## config.mk

```make
export PLATFORM = sky130hd
export DESIGN_NAME = ic_tail
export DESIGN_NICKNAME = d
export VERILOG_FILES = /design/src/hw/rtl/ic_pkg.sv /design/src/hw/rtl/ic_tail.sv
export SDC_FILE = /design/constraint.sdc
export NUM_CORES = 1
export LEC_CHECK = 0
export BUFFER_PORTS_ARGS = -buffer_cell sky130_fd_sc_hd__buf_2
export CORE_ASPECT_RATIO = 1.75
export CORE_UTILIZATION = 40
export CTS_CLUSTER_SIZE = 28
export DETAILED_ROUTE_END_ITERATION = 10
export HOLD_SLACK_MARGIN = 0.06
export PLACE_DENSITY_LB_ADDON = 0.15
export SLEW_MARGIN = 0
export SYNTH_ARGS = -nofsm -noshare
export SYNTH_HDL_FRONTEND = slang
export SYNTH_SLANG_ARGS = --single-unit
```

## constraint.sdc

```tcl
create_clock -name clk -period 2.51 [get_ports clk]
set_input_delay 0.502 -clock clk [delete_from_list [all_inputs] [get_ports clk]]
set_output_delay 0.502 -clock clk [all_outputs]
set_load 0.01 [all_outputs]
```

## src/hw/rtl/ic_pkg.sv

```systemverilog
// Shared types and constants for the inversion counter.
package ic_pkg;

  localparam int IC_MAX_ITEMS = 1024;
  localparam int IC_VALUE_W   = 32;
  localparam int IC_TOTAL_W   = 19;
  localparam logic [IC_TOTAL_W-1:0] IC_TOTAL_MAX = '1;

  // Word travelling down the cell row; the partial count rides alongside it.
  typedef struct packed {
    logic                         valid;
    logic                         last;
    logic                         placed;
    logic signed [IC_VALUE_W-1:0] value;
  } ic_tok_t;

endpackage

```

## src/hw/rtl/ic_tail.sv

```systemverilog
// End of the cell row: saturating total, drop flag and output register.
module ic_tail import ic_pkg::*; #(
  parameter int CNT_W = $clog2(IC_MAX_ITEMS)
) (
  input  logic                  clk,
  input  logic                  rst_n,
  input  ic_tok_t               tok_in,
  input  logic [CNT_W-1:0]      cnt_in,
  output logic                  out_valid,
  input  logic                  out_stall,
  output logic [IC_TOTAL_W-1:0] out_inversions,
  output logic                  out_overflow
);

  localparam int SUM_W = IC_TOTAL_W + 1;

  logic [IC_TOTAL_W-1:0] total_r, total_nxt;
  logic                  drop_r, drop_nxt;
  logic                  ovalid_r, ovalid_nxt;
  logic [IC_TOTAL_W-1:0] oinv_r, oinv_nxt;
  logic                  oovf_r, oovf_nxt;
  logic [SUM_W-1:0]      sum;
  logic [IC_TOTAL_W-1:0] sat_sum;
  logic [IC_TOTAL_W-1:0] add_total;

  always_comb begin
    sum = {1'b0, total_r} + {{(SUM_W-CNT_W){1'b0}}, cnt_in};
    if (sum > {1'b0, IC_TOTAL_MAX}) begin
      sat_sum = IC_TOTAL_MAX;
    end else begin
      sat_sum = sum[IC_TOTAL_W-1:0];
    end
    // a word that found no free cell was dropped and adds nothing
    add_total = tok_in.placed ? sat_sum : total_r;
  end

  always_comb begin
    total_nxt  = total_r;
    drop_nxt   = drop_r;
    ovalid_nxt = ovalid_r;
    oinv_nxt   = oinv_r;
    oovf_nxt   = oovf_r;
    if (ovalid_r && !out_stall) begin
      ovalid_nxt = 1'b0;
    end
    if (tok_in.valid) begin
      if (tok_in.last) begin
        ovalid_nxt = 1'b1;
        oinv_nxt   = add_total;
        oovf_nxt   = drop_r | ~tok_in.placed;
        total_nxt  = '0;
        drop_nxt   = 1'b0;
      end else begin
        total_nxt = add_total;
        drop_nxt  = drop_r | ~tok_in.placed;
      end
    end
  end

  always_ff @(posedge clk) begin
    if (!rst_n) begin
      total_r  <= '0;
      drop_r   <= 1'b0;
      ovalid_r <= 1'b0;
    end else begin
      total_r  <= total_nxt;
      drop_r   <= drop_nxt;
      ovalid_r <= ovalid_nxt;
    end
  end

  always_ff @(posedge clk) begin
    oinv_r <= oinv_nxt;
    oovf_r <= oovf_nxt;
  end

  assign out_valid      = ovalid_r;
  assign out_inversions = oinv_r;
  assign out_overflow   = oovf_r;

endmodule

```

## Word-level counts from Yosys, hierarchy flattened

Cells that the tools add are included.

- Register bits after elaboration: 41
- Latch bits: 0
- Bits in writable memories: 0
- Bits in read-only memories: 0
- Input bits: 48
- Output and inout bits: 21
- Word-level logic and storage cells: 19
- Memories: 0

- Add/subtract/negate cells: 1
- Multipliers: 0
- Divide/modulo/power cells: 0
- Magnitude comparators: 1
- Equal/unequal tests: 0
- Shifts and indexed selects: 0
- Multiplexer cells: 7
- Bitwise logic cells: 2
- Reduce and logical (&&, ||, !) cells: 3

Operators by type and width:

| cell | number |
|---|---|
| 19-bit two-way mux | 3 |
| 19-bit by 10-bit adder with 20-bit output | 1 |
| 20-bit by 19-bit > comparator with 1-bit output (second input constant) | 1 |
| 1-bit two-way mux | 4 |
| 2-bit AND reduction | 1 |
| 1-bit logical AND | 1 |
| 1-bit logical NOT | 1 |
| 1-bit inverter | 1 |
| 1-bit OR | 1 |

## Logic depth before layout (Yosys ltp)

- Depth after elaboration: 5
- Gate-level depth with buffers: 9
- Mapped depth without buffers: 9

## Worst setup path after synthesis

Ideal clock, no wire load.

- Kind: input to register
- Start: input port cnt_in[8]
- End: register oinv_r[13], in the netlist out_inversions[13] (data pin)
- Setup time: 0.260 ns
- Data arrival time: 2.211 ns
- Data required time: 2.250 ns
- Setup slack: 0.039 ns
- Stages on the path: 7
- Buffers on the path: 0
- Path through: ha_1 -> a21o_1 -> a221o_1 -> a31oi_4 -> nor2_1 -> and3_4 -> mux2_4

- Longest elaborated chain between the ends: 4

Ends and longest elaborated chain:

| what | line | text |
|---|---|---|
| start, declared | ic_tail.sv:8 | `input logic [CNT_W-1:0] cnt_in,` |
| 19-bit by 10-bit adder with 20-bit output * | ic_tail.sv:27 | `sum = {1'b0, total_r} + {{(SUM_W-CNT_W){1'b0}}, cnt_in};` |
| 20-bit by 19-bit > comparator with 1-bit output | ic_tail.sv:28 | `if (sum > {1'b0, IC_TOTAL_MAX}) begin` |
| 19-bit two-way mux * | ic_tail.sv:28 |  |
| 19-bit two-way mux * | ic_tail.sv:34 | `add_total = tok_in.placed ? sat_sum : total_r;` |
| net add_total[13] | ic_tail.sv:24 | `logic [IC_TOTAL_W-1:0] add_total;` |
| end signal, assigned | ic_tail.sv:73 | `oinv_r <= oinv_nxt;` |
| end, declared | ic_tail.sv:20 | `logic [IC_TOTAL_W-1:0] oinv_r, oinv_nxt;` |

Mark *: on every way through the listed nets, which the timed path passes. The rest lies on a longest branch.
A chain may end at the register's enable or synchronous reset.

## Worst setup path in the final report

- Start: register total_r[0]
- End: register oinv_r[10], in the netlist out_inversions[10] (data pin)

- Longest elaborated chain between the ends: 4

Ends and longest elaborated chain:

| what | line | text |
|---|---|---|
| start, declared | ic_tail.sv:17 | `logic [IC_TOTAL_W-1:0] total_r, total_nxt;` |
| start signal, assigned | ic_tail.sv:66 | `total_r <= total_nxt;` |
| 19-bit by 10-bit adder with 20-bit output * | ic_tail.sv:27 |  |
| 20-bit by 19-bit > comparator with 1-bit output | ic_tail.sv:28 |  |
| 19-bit two-way mux * | ic_tail.sv:28 |  |
| 19-bit two-way mux * | ic_tail.sv:34 |  |
| net add_total[10] | ic_tail.sv:24 |  |

Marked as above.

==> flow_summary_export.csv <==
group,metric,value,unit
place,hpwl,4070,um
clocking,numCtsBuffers,5,
grt,overflow,0,
detailed_routing,postRouteWirelength,5460,um
finish,multi_input_area,0.00125,mm^2
timing,tightest_slew,0.506,ns
worst_setup_path,critPathKind,"flip-flop to flip-flop",
timing,min_period_over_period,0.948,
yosys,synth_nets,305,
detailed_routing,viasPerCell,5.26,
clocking,post-cts-setup-buffer-count,0,
finish,ff_latch_area,0.00102,mm^2
worst_setup_path,critical_path_depth,9,
grt,grt_max_degree,28,
worst_setup_path,crit_family,"compound AO/OA/AOI/OAI gates",
worst_setup_path,cp-start-kind,"flip-flop",
grt,antenna_found_initial,0,
yosys,syn_area,0.00233,mm^2
timing,tns,0,ns
hold_path,worst_hold_path.num_cells,3,
grt,busiest_layer,"met2",
yosys,ys_seq_area_frac,0.439,
grt,grt_util_met2,0.382,
finish,layout.cells.non_filler,384,
finish,n_antenna_cell,0,
worst_setup_path,crit_end,"out_inversions[10]",
finish,layout_common_cells,"buf_2 (36), nor2_1 (31), nand2_1 (29)",
floorplanning,die_h,103,um
grt,grt_use_met3,0.0389,
clocking,clock_sinks,41,
worst_setup_path,critPathMaxStageDelay,0.41,ns
yosys,synthArstFlopShare,0,
timing,finalHoldViolCount,0,
yosys,ys_types,59,
detailed_routing,postRouteAntennaNets,0,
flow_run,drv_cap,0,
place,dp_cells,376,
finish,num-nets-final,366,
yosys,synth_seq_cells,41,
timing,whs,0.457,ns
worst_setup_path,worstPathBufferInverterCount,1,
yosys,syn_avg_cell_area,9.46,um^2
floorplanning,die_w,59.7,um
timing,layout_min_cycle_time,2.38,ns
power_and_ir_drop,power_density,511,mW/mm^2
clocking,clock_path_buffers,2,
yosys,synthCells,246,
power_and_ir_drop,ir_worst_vdd,316,uV
grt,grtUsageTotal,0.199,
timing,skew,0.00592,ns
floorplanning,num_rows,36,
yosys,ys_warn_count,0,
clocking,cts.clk_slew.worst_paths,0.08,ns
place,gp_congestion,0.870,
worst_setup_path,r2r_cells,9,
floorplanning,core_area,0.00559,mm^2
clocking,cts_root_buffer,"clkbuf_8",
detailed_routing,drt_iter0_markers,51,
finish,final_common_cell,"buf_2",
worst_setup_path,r2r_slack,0.13,ns
place,numPortBuffers,36,
timing,clock.fmax,0.420,GHz
timing,maxSlewHeadroom,0.662,
clocking,h-tree-depth,2,
grt,grt_pass1_vias,1978,
finish,final_layout_size_suffix_gt1_frac,0.279,
floorplanning,ios,69,
yosys,ys.flop_type,"dfxtp_1",
worst_setup_path,cp_cell_sequence,"ha_1 > inv_1 > fa_1 > nor2b_2 > o2111ai_2 > a21boi_2 > o21ai_0 > xor2_1 > nand2_1",
timing,setup_viol,0,
worst_setup_path,required,2.57,ns
status,status,"finished, final reports clean",
floorplanning,dieArea,0.00614,mm^2
detailed_routing,wire_per_inst,14.2,um
worst_setup_path,r2r_start,"total_r[0]",
detailed_routing,drc,0,
timing,slew_violations,0,
worst_setup_path,startpoint,"total_r[0]",
clocking,cts_tree,"built",
worst_setup_path,crit_slowest_cell,"fa_1",
worst_setup_path,end_kind,"flip-flop",
place,dpl-instance-area,0.00276,mm^2
clocking,insertion_delay,0.31,ns
worst_setup_path,path_max_fanout,6,
worst_setup_path,r2r_end,"out_inversions[10]",
detailed_routing,firstDrtPassIters,4,
floorplanning,floorplan.initialDensity,0.417,
worst_setup_path,critPathArrivalTime,2.44,ns
detailed_routing,vias,2019,
power_and_ir_drop,p_leak,1.31,nW
finish,syn2layout_area_growth,23.7,%
grt,grt_pass1_wl,8850,um
finish,final_cell_area,0.00288,mm^2
hold_path,hp-class,"input pin to flip-flop",
grt,gr-usage-met1,0.184,
finish,fillCellCount,574,
yosys,synth_edf_count,20,
timing,rsz0062_at_grt,"no",
## routing by layer
metal,routed length (um),part of all wire
met1,1970,0.36
met2,3160,0.58
met3,135,0.025
met4,197,0.036
met5,0,0
## worst register-to-register path, delay by kind of cell (launching register included)
family                   cells  cell delay, ns
AND/OR/NAND/NOR              2            0.24
buffers and inverters        1            0.06
AO/OA/AOI/OAI                3            0.68
XOR/XNOR                     1            0.20
adder cells (fa/ha/maj)      2            0.59
flip-flops                   1            0.36
## kinds of logic (layout without fill, tap and decap cells)
kind of cell / after synthesis / after routing / share of synthesized area
AND/OR/NAND/NOR: 90 / 90 / 0.191
XOR/XNOR: 11 / 11 / 0.0414
flip-flops: 41 / 41 / 0.439
adder cells (fa/ha/maj): 11 / 11 / 0.0624
AO/OA/AOI/OAI: 73 / 73 / 0.211
multiplexers: 5 / 5 / 0.0263
buffers and inverters: 15 / 77 / 0.0290
## sequential cells by signal, summed over array words and instances, names as in the netlist
| signal | flops |
|---|---|
| total_r | 19 |
| out_inversions | 19 |
| out_valid | 1 |
| out_overflow | 1 |
| drop_r | 1 |
## worst min-delay path by stage
stage | end | slack (ns) | from
floorplan | drop_r | 0.43 | drop_r
global placement | drop_r | 0.45 | drop_r
detailed placement | drop_r | 0.45 | drop_r
CTS | out_valid | 0.45 | out_stall
global route | out_valid | 0.49 | out_stall
finish | out_valid | 0.46 | out_stall
## cells in the mapped netlist, types with 2 or more instances
cell type	instances	share of area
a21o_1	8	0.026
a21oi_1	18	0.039
a22o_1	2	0.0075
a31oi_1	3	0.0081
a41oi_1	2	0.0075
and3_1	3	0.0081
and3b_1	2	0.0075
and4_1	2	0.0075
buf_2	3	0.0064
clkbuf_1	3	0.0048
dfxtp_1	21	0.18
edfxtp_1	20	0.26
ha_1	10	0.054
inv_1	7	0.011
mux2_4	2	0.013
mux2i_1	2	0.0086
nand2_1	29	0.047
nand2b_1	2	0.0054
nand3_1	2	0.0043
nor2_1	31	0.050
nor2b_1	2	0.0054
nor3_1	5	0.011
o2111ai_1	2	0.0075
o211ai_1	3	0.0097
o21a_1	2	0.0064
o21ai_0	17	0.037
o21ai_1	2	0.0043
xnor2_1	6	0.023
xor2_1	5	0.019
## where the power goes
part / internal [mW] / switching (mW) / leakage (nW) / total [mW]
Combinational: 0.0901 / 0.111 / 0.901 / 0.201
Clock: 0.294 / 0.241 / 0.0528 / 0.535
Sequential: 0.725 / 0.00781 / 0.357 / 0.733
Total: 1.11 / 0.360 / 1.31 / 1.47
## final cells by class
class,count,area share
inverters,7,0.00913
repair buffers,62,0.130
clock inverters,2,0.0117
multi-input cells,190,0.436
clock buffers,6,0.0252
flip-flops and latches,41,0.355
well taps,76,0.0330
## metrics by stage
| step | worst slack, ns | total power, mW | util |
|---|---|---|---|
| 3_5_place_dp | -0.140 | 0.951 | 0.494 |
| 4_1_cts | 0.0558 | 1.49 | 0.513 |
| 3_3_place_gp | -0.165 | 0.948 | 0.494 |
| 6_report | 0.131 | 1.47 | 0.515 |
| 2_1_floorplan | 0.0386 | 0.870 | - |
| 5_1_grt | 0.0148 | 1.53 | 0.515 |
## what timing repair did
item / CTS / global route
endpoints found under the setup margin: 0 / 7
hold buffers: 0 / 0
gates resized for setup: 0 / 4
Power figures use the tool's default switching activity.
