File: config.mk
export PLATFORM = sky130hd
export DESIGN_NAME = ic_cell
export DESIGN_NICKNAME = d
export VERILOG_FILES = /design/src/hw/rtl/ic_pkg.sv /design/src/hw/rtl/ic_cell.sv
export SDC_FILE = /design/constraint.sdc
export NUM_CORES = 1
export LEC_CHECK = 0
export ABC_AREA = 1
export BUFFER_PORTS_ARGS = -buffer_cell sky130_fd_sc_hd__buf_2
export CORE_ASPECT_RATIO = 2
export CORE_MARGIN = 2
export CORE_UTILIZATION = 55
export CTS_BUF_LIST = sky130_fd_sc_hd__clkbuf_2
export DETAILED_ROUTE_END_ITERATION = 12
export PLACE_DENSITY_LB_ADDON = 0.15
export SLEW_MARGIN = 20
export SYNTH_ARGS = -nofsm -noshare
export SYNTH_HDL_FRONTEND = slang
export SYNTH_SLANG_ARGS = --single-unit
File: constraint.sdc
create_clock -name clk -period 3.64 [get_ports clk]
set_input_delay 0 -clock clk [delete_from_list [all_inputs] [get_ports clk]]
set_output_delay 0 -clock clk [all_outputs]
set_load 0.01 [all_outputs]
File: src/hw/rtl/ic_pkg.sv
// Shared types and constants for the inversion counter.
package ic_pkg;

  localparam int IC_MAX_ITEMS = 1024;
  localparam int IC_VALUE_W   = 32;
  localparam int IC_TOTAL_W   = 19;
  localparam logic [IC_TOTAL_W-1:0] IC_TOTAL_MAX = '1;

  // Word travelling down the cell row; the partial count rides alongside it.
  typedef struct packed {
    logic                         valid;
    logic                         last;
    logic                         placed;
    logic signed [IC_VALUE_W-1:0] value;
  } ic_tok_t;

endpackage

File: src/hw/rtl/ic_cell.sv
// One compare cell: holds a stored value and counts passing words it exceeds.
module ic_cell import ic_pkg::*; #(
  parameter int CNT_W = $clog2(IC_MAX_ITEMS)
) (
  input  logic             clk,
  input  logic             rst_n,
  input  ic_tok_t          tok_in,
  input  logic [CNT_W-1:0] cnt_in,
  output ic_tok_t          tok_out,
  output logic [CNT_W-1:0] cnt_out
);

  ic_tok_t                      tok_r, tok_nxt;
  logic [CNT_W-1:0]             cnt_r, cnt_nxt;
  logic                         occ_r, occ_nxt;
  logic signed [IC_VALUE_W-1:0] val_r, val_nxt;

  always_comb begin
    tok_nxt = tok_in;
    cnt_nxt = cnt_in;
    occ_nxt = occ_r;
    val_nxt = val_r;
    if (tok_in.valid) begin
      if (occ_r) begin
        if (val_r > tok_in.value) begin
          cnt_nxt = cnt_in + CNT_W'(1);
        end
        // final word of a sequence empties the row behind it
        if (tok_in.last) begin
          occ_nxt = 1'b0;
        end
      end else if (!tok_in.placed) begin
        tok_nxt.placed = 1'b1;
        if (!tok_in.last) begin
          occ_nxt = 1'b1;
          val_nxt = tok_in.value;
        end
      end
    end
  end

  always_ff @(posedge clk) begin
    if (!rst_n) begin
      tok_r.valid <= 1'b0;
      occ_r       <= 1'b0;
    end else begin
      tok_r <= tok_nxt;
      occ_r <= occ_nxt;
    end
  end

  always_ff @(posedge clk) begin
    cnt_r <= cnt_nxt;
    val_r <= val_nxt;
  end

  assign tok_out = tok_r;
  assign cnt_out = cnt_r;

endmodule

# After elaboration in Yosys (flattened, before gate mapping)
# Index checks and enable logic that the tools add are counted.
# word_totals
regBits,78
inputBits,47
out_inout_bits,45
wordCells,21
# op_classes
addsub,1
magnitude_cmp,1
mux,8
bitwise,3
reduce_logical,1
# op_table
operator,count
32-bit greater-than comparator,1
10-bit two-way mux,3
"10-bit by 1-bit adder with 10-bit output, second input constant",1
1-bit two-way mux,5
4-bit AND reduction,1
1-bit inverter,3

# Depth between registers and ports, before layout
# Gate-level depths: netlist of the first run.
# logic_depth
ltp_word,4
depth_mapped,19
mapped_depth_nobuf,19

# Worst setup path before layout of the first run
# Ideal clock, no wire load.
# synth_timing
path_type,flip-flop to flip-flop
from,register occ_r
to,register val_r[0] (enable)
setup_time_ns,0.464
arrival_ns,2.652
required_time_ns,3.176
path_slack_ns,0.524
stages_incl_launch_ff,4
n_path_buf,0
period_less_slack_ns,3.116
cell_sequence,dfxtp_1 inv_1 nand2_1 nor3_1
# synth_between
elab_chain_len,2
# synth_rtl
element,line,text
"start, declared",ic_cell.sv:15,"logic occ_r, occ_nxt;"
"start signal, assigned",ic_cell.sv:48,occ_r <= occ_nxt;
1-bit inverter (no line),--,
4-bit AND reduction (no line),--,
"end signal, assigned",ic_cell.sv:54,val_r <= val_nxt;
"end, declared",ic_cell.sv:16,"logic signed [IC_VALUE_W-1:0] val_r, val_nxt;"
# No other way between the ends.
# A chain may end at the register's enable or synchronous reset.

# Final worst setup path of the first run
# layout_timing
from,register val_r[31]
to,register cnt_r[5] (netlist: cnt_out[5])
# layout_between
elab_chain_len,4
# layout_rtl
element,line,text
32-bit greater-than comparator,ic_cell.sv:25,if (val_r > tok_in.value) begin
10-bit two-way mux,ic_cell.sv:25,
10-bit two-way mux,ic_cell.sv:24,if (occ_r) begin
10-bit two-way mux,ic_cell.sv:23,if (tok_in.valid) begin
named net cnt_nxt[5],ic_cell.sv:14,"logic [CNT_W-1:0] cnt_r, cnt_nxt;"
"end signal, assigned",ic_cell.sv:53,cnt_r <= cnt_nxt;
"end, declared",ic_cell.sv:14,
# The timed path passes the listed nets, and every way through them passes these cells.

==> results of run 1 <==
[per-stage QoR]
| step | hold slack, ps | setup slack, ps |
|---|---|---|
| after floorplan | 93.45 | 524.4 |
| after global placement | 203.0 | 1711 |
| after detailed placement | 205.8 | 1616 |
| after CTS | 65.44 | 544.5 |
| after global routing | 86.49 | 317.4 |
| final | 83.35 | 532.8 |
[metal layers]
layer | wire, um | share of wire, % | vias up
met2 | 4129 | 56 | 68
met5 | 0 | 0 | -
met1 | 2752 | 37 | 1212
li1 | - | - | 1347
met3 | 335 | 4.5 | 15
met4 | 189 | 2.6 | 0
[worst max-delay path by stage]
stage | from | slack, ps | to
3_3_place_gp | val_r[23] | 1710 | cnt_out[5]
3_5_place_dp | val_r[31] | 1620 | cnt_out[2]
4_1_cts | val_r[31] | 540 | cnt_out[5]
5_1_grt | val_r[23] | 320 | cnt_out[3]
6_report | val_r[31] | 530 | cnt_out[5]
2_1_floorplan | occ_r | 520 | val_r[0]
[placed cells by master, fill, tap and decap left out]
cell type,instances
xnor2_2,1
buf_4,1
xnor2_1,1
clkinv_1,1
dfxtp_1,12
clkinv_2,1
o21ai_1,1
nand3b_1,1
nand3_2,1
nand3_1,12
inv_1,62
dlygate4sd3_1,55
a21oi_1,14
nor2_4,2
clkbuf_2,14
nor2_1,17
a21o_1,1
buf_2,91
nand4_1,6
nor3b_2,1
o21ai_0,2
ha_1,33
o211a_1,1
o21a_1,2
nor2_2,1
nor3_2,1
nand2_2,5
edfxtp_1,66
nand2_1,66
nand2_4,2
[cell families (layout without fill, tap and decap cells)]
group           Yosys count  count (layout)  share of synthesized area [%]
fa+ha+maj                33              33                          11.67
compound gates           21              21                          3.325
simple gates            115             115                          14.89
xor+xnor                  2               2                         0.7076
buf+inv                  62             225                          6.579
flops                    78              78                          62.82
[flip-flops by register name, summed over array words and instances, names as in the netlist]
register	cells
cnt_out	10
val_r	32
tok_out	35
occ_r	1
[critical path: cells and delay by family (launching register included)]
kind            cells  cell delay, ps
flops               1             410
simple gates        6             640
compound gates      3             540
buf+inv             2            1090
fa+ha+maj           1             340
[power by group through the flow]
stage	logic, W	clock network (W)	registers (W)
global placement	0.000206	0	0.00105
floorplan	0.0000876	0	0.00107
global route	0.000291	0.000415	0.00104
CTS	0.000260	0.000383	0.00103
detailed placement	0.000214	0	0.00105
finish	0.000259	0.000370	0.00103
[layout make-up]
class                      count  area share [%]
sequential                    78           46.86
clock inverter                 2          0.1847
multi-input combinational    171           22.93
inverter                      62           4.908
tap                           86           2.269
timing repair buffer         147           21.37
clock buffer                  14           1.478
[what timing repair did]
action | in CTS | in global routing
hold endpoints to repair | 78 | 0
setup buffers | 0 | 0
hold buffers | 55 | 0
==> flow_metrics.tcl, run 1 <==
set metrics [dict create \
    clock.fmax_mhz 321.8 \
    finalSetupViolCount 0 \
    power.leakage_nw 2.277 \
    core_region_area_sq_um 6259 \
    clockBufferDepth 2 \
    stdcell_count 560 \
    drc 0 \
    clkSinkCount 78 \
    switchingPower_w 0.0004178 \
    dieHeight_um 117.4 \
    cts_tree "yes" \
    post-route-min-period_ps 3107 \
    yosys-top-cells-area "edfxtp_1 56%, ha_1 12%, nand2_1 7.0%" \
    yosysUniqueCellTypes 24 \
    maxSlewViolCount 0 \
    fin_crit_sh_pct 85.36 \
    clkTransAtPathRegs_ps 190 \
    fp.dieW_um 60.71 \
    slew_headroom_pct 43.21 \
    dp.cells 489 \
    ff2ff_setup_slack_ps 530 \
    seqPwrFrac_pct 62.2 \
    reg2reg_depth 12 \
    swShare_pct 25.15 \
    critPathLaunchType "flop" \
    die_area_sq_um 7127 \
    drtPass1Iterations 4 \
    overflow 0 \
    wl_mm 7.406 \
    viasPerCell 4.718 \
    grt_pass1_vias 2790 \
    drt-initial-drc-count 80 \
    ir_worst_vdd_mv 0.2595 \
    hold_end "tok_out[34]" \
    final_nets 549 \
    grt_util_met1_pct 24.00 \
    busiest_layer "met2" \
    grt_util_all_layers_pct 22.84 \
    utilization_pct 75.77 \
    synthTopCellsByCount "66 x edfxtp_1, 66 x nand2_1, 62 x inv_1, 33 x ha_1, 17 x nor2_1" \
    regArea_sq_um 2222 \
    r2r_start "val_r[31]" \
    clkLatencyLatePin_ps 510 \
    final.setup_skew_ps 13.58 \
    crit_path_end_kind "flop" \
    cp_cell_sequence "ha_1, a21oi_1, o21a_1, nand2_1, a21oi_1, nand3_1, nand2_4, nand3b_1, nand2_1, dlygate4sd3_1, nand2_1, dlygate4sd3_1" \
    clockPowerShare_pct 22.2 \
    met2_usage_pct 39.92 \
    reg2reg_to "cnt_out[5]" \
    syn_area_per_cell_sq_um 11.37 \
    p_int_w 0.001243 \
    required_ps 4070 \
    cts_resized 0 \
    synthArstFlopShare_pct 0 \
    synth_edf_count 66 \
    yosysWarnings 0 \
    dp_hpwl_mm 4.978 \
    n_antenna_cell 0 \
    arrival_ps 3540 \
    rsz0062_at_grt "false" \
    cts_max_level 3 \
    netlist.area_leader.share_pct 56.03 \
    finalPower_w 0.001661 \
    tns_ps 0 \
    rows 41 \
    synth_fp_nets 391 \
    yosysSeqAreaShare_pct 62.82 \
    critPathMaxFanout 9 \
    final_layout_size_suffix_gt1_share_pct 25.53 \
    io_pins 92 \
    cts_buffers 9 \
    cp_slowest_cell "dlygate4sd3_1" \
    status "completed" \
    maxCapViolations 0 \
    synth_ff_type "edfxtp_1" \
    start_util_pct 56.52 \
    slowest_delay_ps 550 \
    placed_area_sq_um 4113 \
    combPwrFrac_pct 15.6 \
    yosysTopAreaCell "edfxtp_1" \
    p_per_area_nw_per_um2 350.3 \
    nFillCells 462 \
    cts_root_buf "clkbuf_2" \
    ys_seq_elements 78 \
    grt_use_met3_pct 6.836 \
    hp-class "input pin to flop" \
    critical_path.most_common_cell "nand2_1" \
    worstSetupPathType "flop to flop" \
    antenna_left 0 \
    min_delay_path_depth 3 \
    grt_max_degree 37 \
    fin_area_sq_um 4742 \
    area_growth_pct 34.06 \
    hold_violations 0 \
    antenna_found_initial 0 \
    multi_input_area_sq_um 1087 \
    worst_hold_startpoint "rst_n" \
    tightest_slew_ps 851.8 \
    wl_per_cell_um 13.23 \
    synthesis.area_sq_um 3537 \
    syn_inst 311 \
    routabilityCongestion 0.8274 \
    dr_total_vias 2642 \
    io_buffers 91 \
    grt_pass1_wl_mm 12.03 \
]
(Power assumes the default switching activity.)
==> inputs of run 2 (changes only) <==
- PLACE_DENSITY: unset -> 0.9
- PLACE_DENSITY_LB_ADDON: 0.15 -> unset
==> run 2 against run 1 <==
Compared with the run above:
- maximum frequency shrank 2.1%
- non-clock buffer count fell by 4
- die area did not move
- critical path type unchanged
- critical path depth up 2
- largest power group unchanged
- clock skew increased by 3.7 ps
- utilization is 0.12 points lower
- final cell count down 0.36%
- hold slack better by 14 ps
==> flow_metrics.tcl, run 2 (synthesis results as in run 1) <==
set metrics [dict create \
    antenna_left 0 \
    hold_violations 0 \
    cp.buffers_inverters 2 \
    final_layout_size_suffix_gt1_share_pct 25.74 \
    drc 0 \
    maxSlewViolCount 0 \
    finalPower_w 0.001728 \
    largest_register_ffs 35 \
    dp.cells 489 \
    wl_mm 7.996 \
    core_region_area_sq_um 6259 \
    clkLatencyLatePin_ps 500 \
    post-place-ws_ps 1585 \
    final_nets 545 \
    grt_pass1_vias 2902 \
    final_common_cell "buf_2" \
    overflow 0 \
    crit_path_end_kind "flop" \
    ir_worst_vdd_mv 0.2479 \
    status "completed" \
    cp_slowest_cell "dlygate4sd3_1" \
    layout_setup_ws_ps 465.2 \
    critPathTopFamily "simple AND/OR/NAND/NOR gates" \
    post-route-min-period_ps 3175 \
    cp_cell_sequence "ha_1, nand2_1, nor2_2, nand2_2, nor3b_2, nand2_2, nand2_2, nand2_1, nand2_4, nand3b_1, nand2_1, dlygate4sd3_1, nand2_1, dlygate4sd3_1" \
    antenna_found_initial 2 \
    critPathLaunchType "flop" \
    io_buffers 91 \
    final.setup_skew_ps 17.24 \
    rsz0062_at_grt "false" \
    finalSetupViolCount 0 \
    cts_buffers 9 \
    tightest_slew_ps 852.3 \
    viasPerCell 4.894 \
    hold_slack_ps 97.53 \
    cts_root_buf "clkbuf_2" \
    drt-initial-drc-count 116 \
    ff2ff_setup_slack_ps 470 \
    worstSetupPathType "flop to flop" \
    stdcell_count 558 \
    die_area_sq_um 7127 \
    grt_pass1_wl_mm 12.65 \
    slew_headroom_pct 43.18 \
    cts_max_level 3 \
    drtPass1Iterations 4 \
    start_util_pct 56.52 \
    power.leakage_nw 2.266 \
    dp_hpwl_mm 5.099 \
    grt_max_degree 37 \
    dr_total_vias 2731 \
    clockBufferDepth 2 \
    required_ps 4040 \
    clkSinkCount 78 \
    final_cell_mix "91 x buf_2, 66 x nand2_1, 66 x edfxtp_1, 62 x inv_1, 51 x dlygate4sd3_1" \
    critPathMaxFanout 9 \
    routabilityCongestion 0.7720 \
    slowest_delay_ps 560 \
    arrival_ps 3570 \
    cts_resized 0 \
    critical_path.most_common_cell "nand2_1" \
    dieHeight_um 117.4 \
    clock.fmax_mhz 315.0 \
    io_pins 92 \
    rows 41 \
    p_per_area_nw_per_um2 364.9 \
    hp-class "input pin to flop" \
    tns_ps 0 \
    grt_util_all_layers_pct 24.48 \
    clkTransAtPathRegs_ps 190 \
    wl_per_cell_um 14.33 \
    fin_crit_sh_pct 87.22 \
    fp.dieW_um 60.71 \
    cts_tree "yes" \
    maxCapViolations 0 \
    area_growth_pct 33.85 \
]
## run 2: cell types whose count changed in the layout (fill, tap and decap cells not counted)
cell / delta
clkbuf_2: -3
bufinv_16: +1
clkinv_2: +1
clkinvlp_4: +1
diode_2: +2
dlygate4sd3_1: -4
## run 2: worst reg2reg max path, cell delays in order, from the launching register on
cell and delay (ps):
edfxtp_1 400, ha_1 380, nand2_1 110, nor2_2 140, nand2_2 80, nor3b_2 250, nand2_2 120, nand2_2 80
nand2_1 80, nand2_4 140, nand3b_1 100, nand2_1 60, dlygate4sd3_1 540, nand2_1 70, dlygate4sd3_1 560
## run 2: final timing paths
kind,startpoint,endpoint,cells past startpoint
max,val_r[31],cnt_out[5],14
min,rst_n,tok_out[34],3
max reg2reg,val_r[31],cnt_out[5],14
min reg2reg,occ_r,occ_r,1
## run 2: area by class of cell
| type | count | area (sq um) |
|---|---|---|
| diodes | 2 | 5.005 |
| clock buffers | 11 | 55.05 |
| clock inverters | 5 | 51.30 |
| fillers | 439 | 1524 |
| inverters | 62 | 232.7 |
| multi-input cells | 171 | 1087 |
| flip-flops and latches | 78 | 2222 |
| well taps | 86 | 107.6 |
| repair buffers | 143 | 973.4 |
## run 2: what timing repair did
action | in CTS | in global routing
hold buffers | 51 | 0
endpoints found under the hold margin | 78 | 0
buffers inserted | 0 | 0
## run 2: through the flow
step,utilization (%),cell area (sq um)
detailed placement,65.71,4113
global placement,65.71,4113
finish,75.65,4735
global route,75.65,4735
floorplan,-,3537
CTS,75.57,4730
## run 2: per-layer routing
layer | up-vias | share of wire (%) | GRT usage (%) | routed length (um)
met5 | - | 0 | 0 | 0
met1 | 1274 | 35 | 22.94 | 2779
met4 | 0 | 3.8 | 16.17 | 302
met2 | 93 | 57 | 43.62 | 4593
li1 | 1340 | - | - | -
met3 | 24 | 4.0 | 5.292 | 321
## run 2: where the power goes
part           internal, W  switching [W]
registers          0.00102      0.0000126
logic             0.000119       0.000144
clock network     0.000160       0.000272
total              0.00130       0.000428
==> inputs of run 3 (changes only) <==
- CORE_ASPECT_RATIO: 2 -> unset
==> run 3 against run 2 <==
Compared with the run above:
- global-route usage down 0.60 points
- critical path depth unchanged
- maximum frequency down 2.1%
- final cell count down 1.3%
- first-iteration DRC count up 56%
- combinational power about the same
- clock skew up 14 ps
- flip-flop and latch count unchanged
==> flow_metrics.tcl, run 3 (synthesis results as in run 1) <==
set metrics [dict create \
    core_region_area_sq_um 6277 \
    combPwrFrac_pct 15.6 \
    clkTransAtPathRegs_ps 200 \
    post-route-min-period_ps 3243 \
    crit_path_end_kind "flop" \
    io_buffers 91 \
    met2WireLength_mm 4.172 \
    critPathLaunchType "flop" \
    swShare_pct 26.25 \
    wl_per_cell_um 14.48 \
    cp.buffers_inverters 2 \
    worstSetupPathType "flop to flop" \
    drt-initial-drc-count 181 \
    final.setup_skew_ps 31.39 \
    slowest_delay_ps 570 \
    dieHeight_um 84.20 \
    maxSlewViolCount 0 \
    dr.max_layer_used "met4" \
    wl_mm 7.979 \
    clkLatencyLatePin_ps 520 \
    cts_resized 0 \
    grt_util_all_layers_pct 23.89 \
    dp_hpwl_mm 4.895 \
    maxCapViolations 0 \
    ir_worst_vdd_mv 0.3582 \
    tightest_slew_ps 868.5 \
    seqPwrFrac_pct 61.5 \
    drc 0 \
    fin_crit_sh_pct 89.10 \
    cts_tree "yes" \
    power.leakage_nw 2.275 \
    cp_cell_sequence "ha_1, nand2_1, nor2_1, nand2_1, nor3b_2, nand2_2, nand2_2, nand2_1, nand2_4, nand3b_1, nand2_1, dlygate4sd3_1, nand2_1, dlygate4sd3_1" \
    start_util_pct 56.35 \
    cts_buffers 9 \
    critical_path.most_common_cell "nand2_1" \
    min_delay_path_depth 3 \
    routabilityCongestion 0.7889 \
    io_pins 92 \
    p_per_area_nw_per_um2 355.9 \
    cts_root_buf "clkbuf_2" \
    required_ps 4070 \
    overflow 0 \
    final_cell_mix "91 x buf_2, 66 x nand2_1, 66 x edfxtp_1, 62 x inv_1, 54 x dlygate4sd3_1" \
    antenna_found_initial 1 \
    cts_max_level 3 \
    critPathTopFamily "simple AND/OR/NAND/NOR gates" \
    rows 29 \
    hp-class "input pin to flop" \
    p_int_w 0.001240 \
    met3_length_um 526 \
    fp.dieW_um 84.20 \
    status "completed" \
    finalSetupViolCount 0 \
    rsz0062_at_grt "false" \
    final_common_cell "buf_2" \
    arrival_ps 3670 \
    area_growth_pct 33.53 \
    finalPower_w 0.001681 \
    nFillCells 431 \
    die_area_sq_um 7089 \
    clkSinkCount 78 \
    final_nets 548 \
    drt-met1-wl_mm 3.009 \
    final_layout_size_suffix_gt1_share_pct 25.79 \
    grt_max_degree 37 \
    clockPowerShare_pct 22.9 \
    clockBufferDepth 2 \
    hold_violations 0 \
    reg2reg_depth 14 \
    cp_slowest_cell "dlygate4sd3_1" \
    grt_pass1_wl_mm 12.95 \
    grt_pass1_vias 2895 \
    antenna_left 0 \
    largest_register_ffs 35 \
    viasPerCell 5.004 \
    slew_headroom_pct 42.10 \
    switchingPower_w 0.0004413 \
    tns_ps 0 \
    drtPass1Iterations 6 \
    clock.fmax_mhz 308.3 \
    critPathMaxFanout 9 \
    dr_total_vias 2757 \
    path_depth 14 \
]
[run 3: changes by cell type in the layout (fill, tap and decap cells not counted), sizes merged]
cell	change
clkbuf	+2
clkinv	-1
diode	-1
inv	+1
clkinvlp	-1
dlygate4sd3	+3
bufinv	-1
[run 3: stage by stage]
| stage | hold WS [ps] | std cells | setup slack [ps] | cell area (sq um) | utilization, % |
|---|---|---|---|---|---|
| global route | 122.6 | 551 | 210.7 | 4723 | 75.24 |
| floorplan | 93.45 | 311 | 524.4 | 3537 | - |
| CTS | 101.9 | 550 | 558.0 | 4721 | 75.20 |
| detailed placement | 209.2 | 480 | 1652 | 4101 | 65.34 |
| finish | 106.0 | 551 | 396.7 | 4723 | 75.24 |
| global placement | 203.5 | 480 | 1737 | 4101 | 65.34 |
[run 3: layer usage]
metal / vias to the layer above / GRT usage (%)
li1: 1347 / -
met1: 1275 / 27.54
met2: 114 / 42.42
met3: 21 / 4.228
met4: 0 / 12.46
met5: - / 0
[run 3: path summary, 6_finish.rpt]
path / from / to / slack [ps]
worst max-delay path: val_r[23] / cnt_out[5] / 400
worst min-delay path: rst_n / tok_out[34] / 110
worst min register to register: occ_r / occ_r / 560
worst max register to register: val_r[23] / cnt_out[5] / 400
[run 3: layout make-up]
class / count / area [sq um] / area share (%)
repair buffers: 146 / 1003 / 21.24
multi-input cells: 171 / 1087 / 23.02
clock buffers: 13 / 65.06 / 1.377
clock inverters: 3 / 13.76 / 0.2914
inverters: 62 / 232.7 / 4.927
flip-flops and latches: 78 / 2222 / 47.05
well taps: 77 / 96.34 / 2.040
diodes: 1 / 2.502 / 0.05298
[run 3: what timing repair did]
item                                    in CTS  in global routing
endpoints found under the hold margin       78                  0
setup buffers                                0                  0
endpoints found under the setup margin       0                  0
hold buffers                                54                  0
[run 3: power by group through the flow]
| stage | combinational [W] | clock, W | sequential [W] |
|---|---|---|---|
| floorplan | 0.0000876 | 0 | 0.00107 |
| global placement | 0.000201 | 0 | 0.00105 |
| detailed placement | 0.000212 | 0 | 0.00105 |
| CTS | 0.000258 | 0.000390 | 0.00103 |
| global route | 0.000292 | 0.000424 | 0.00104 |
| finish | 0.000263 | 0.000384 | 0.00103 |
[run 3: worst reg2reg max path, cell delays in order, from the launching register on]
cell	delay [ps]
edfxtp_1	420
ha_1	310
nand2_1	80
nor2_1	210
nand2_1	110
nor3b_2	250
nand2_2	100
nand2_2	70
nand2_1	90
nand2_4	140
nand3b_1	110
nand2_1	90
dlygate4sd3_1	570
nand2_1	60
dlygate4sd3_1	570
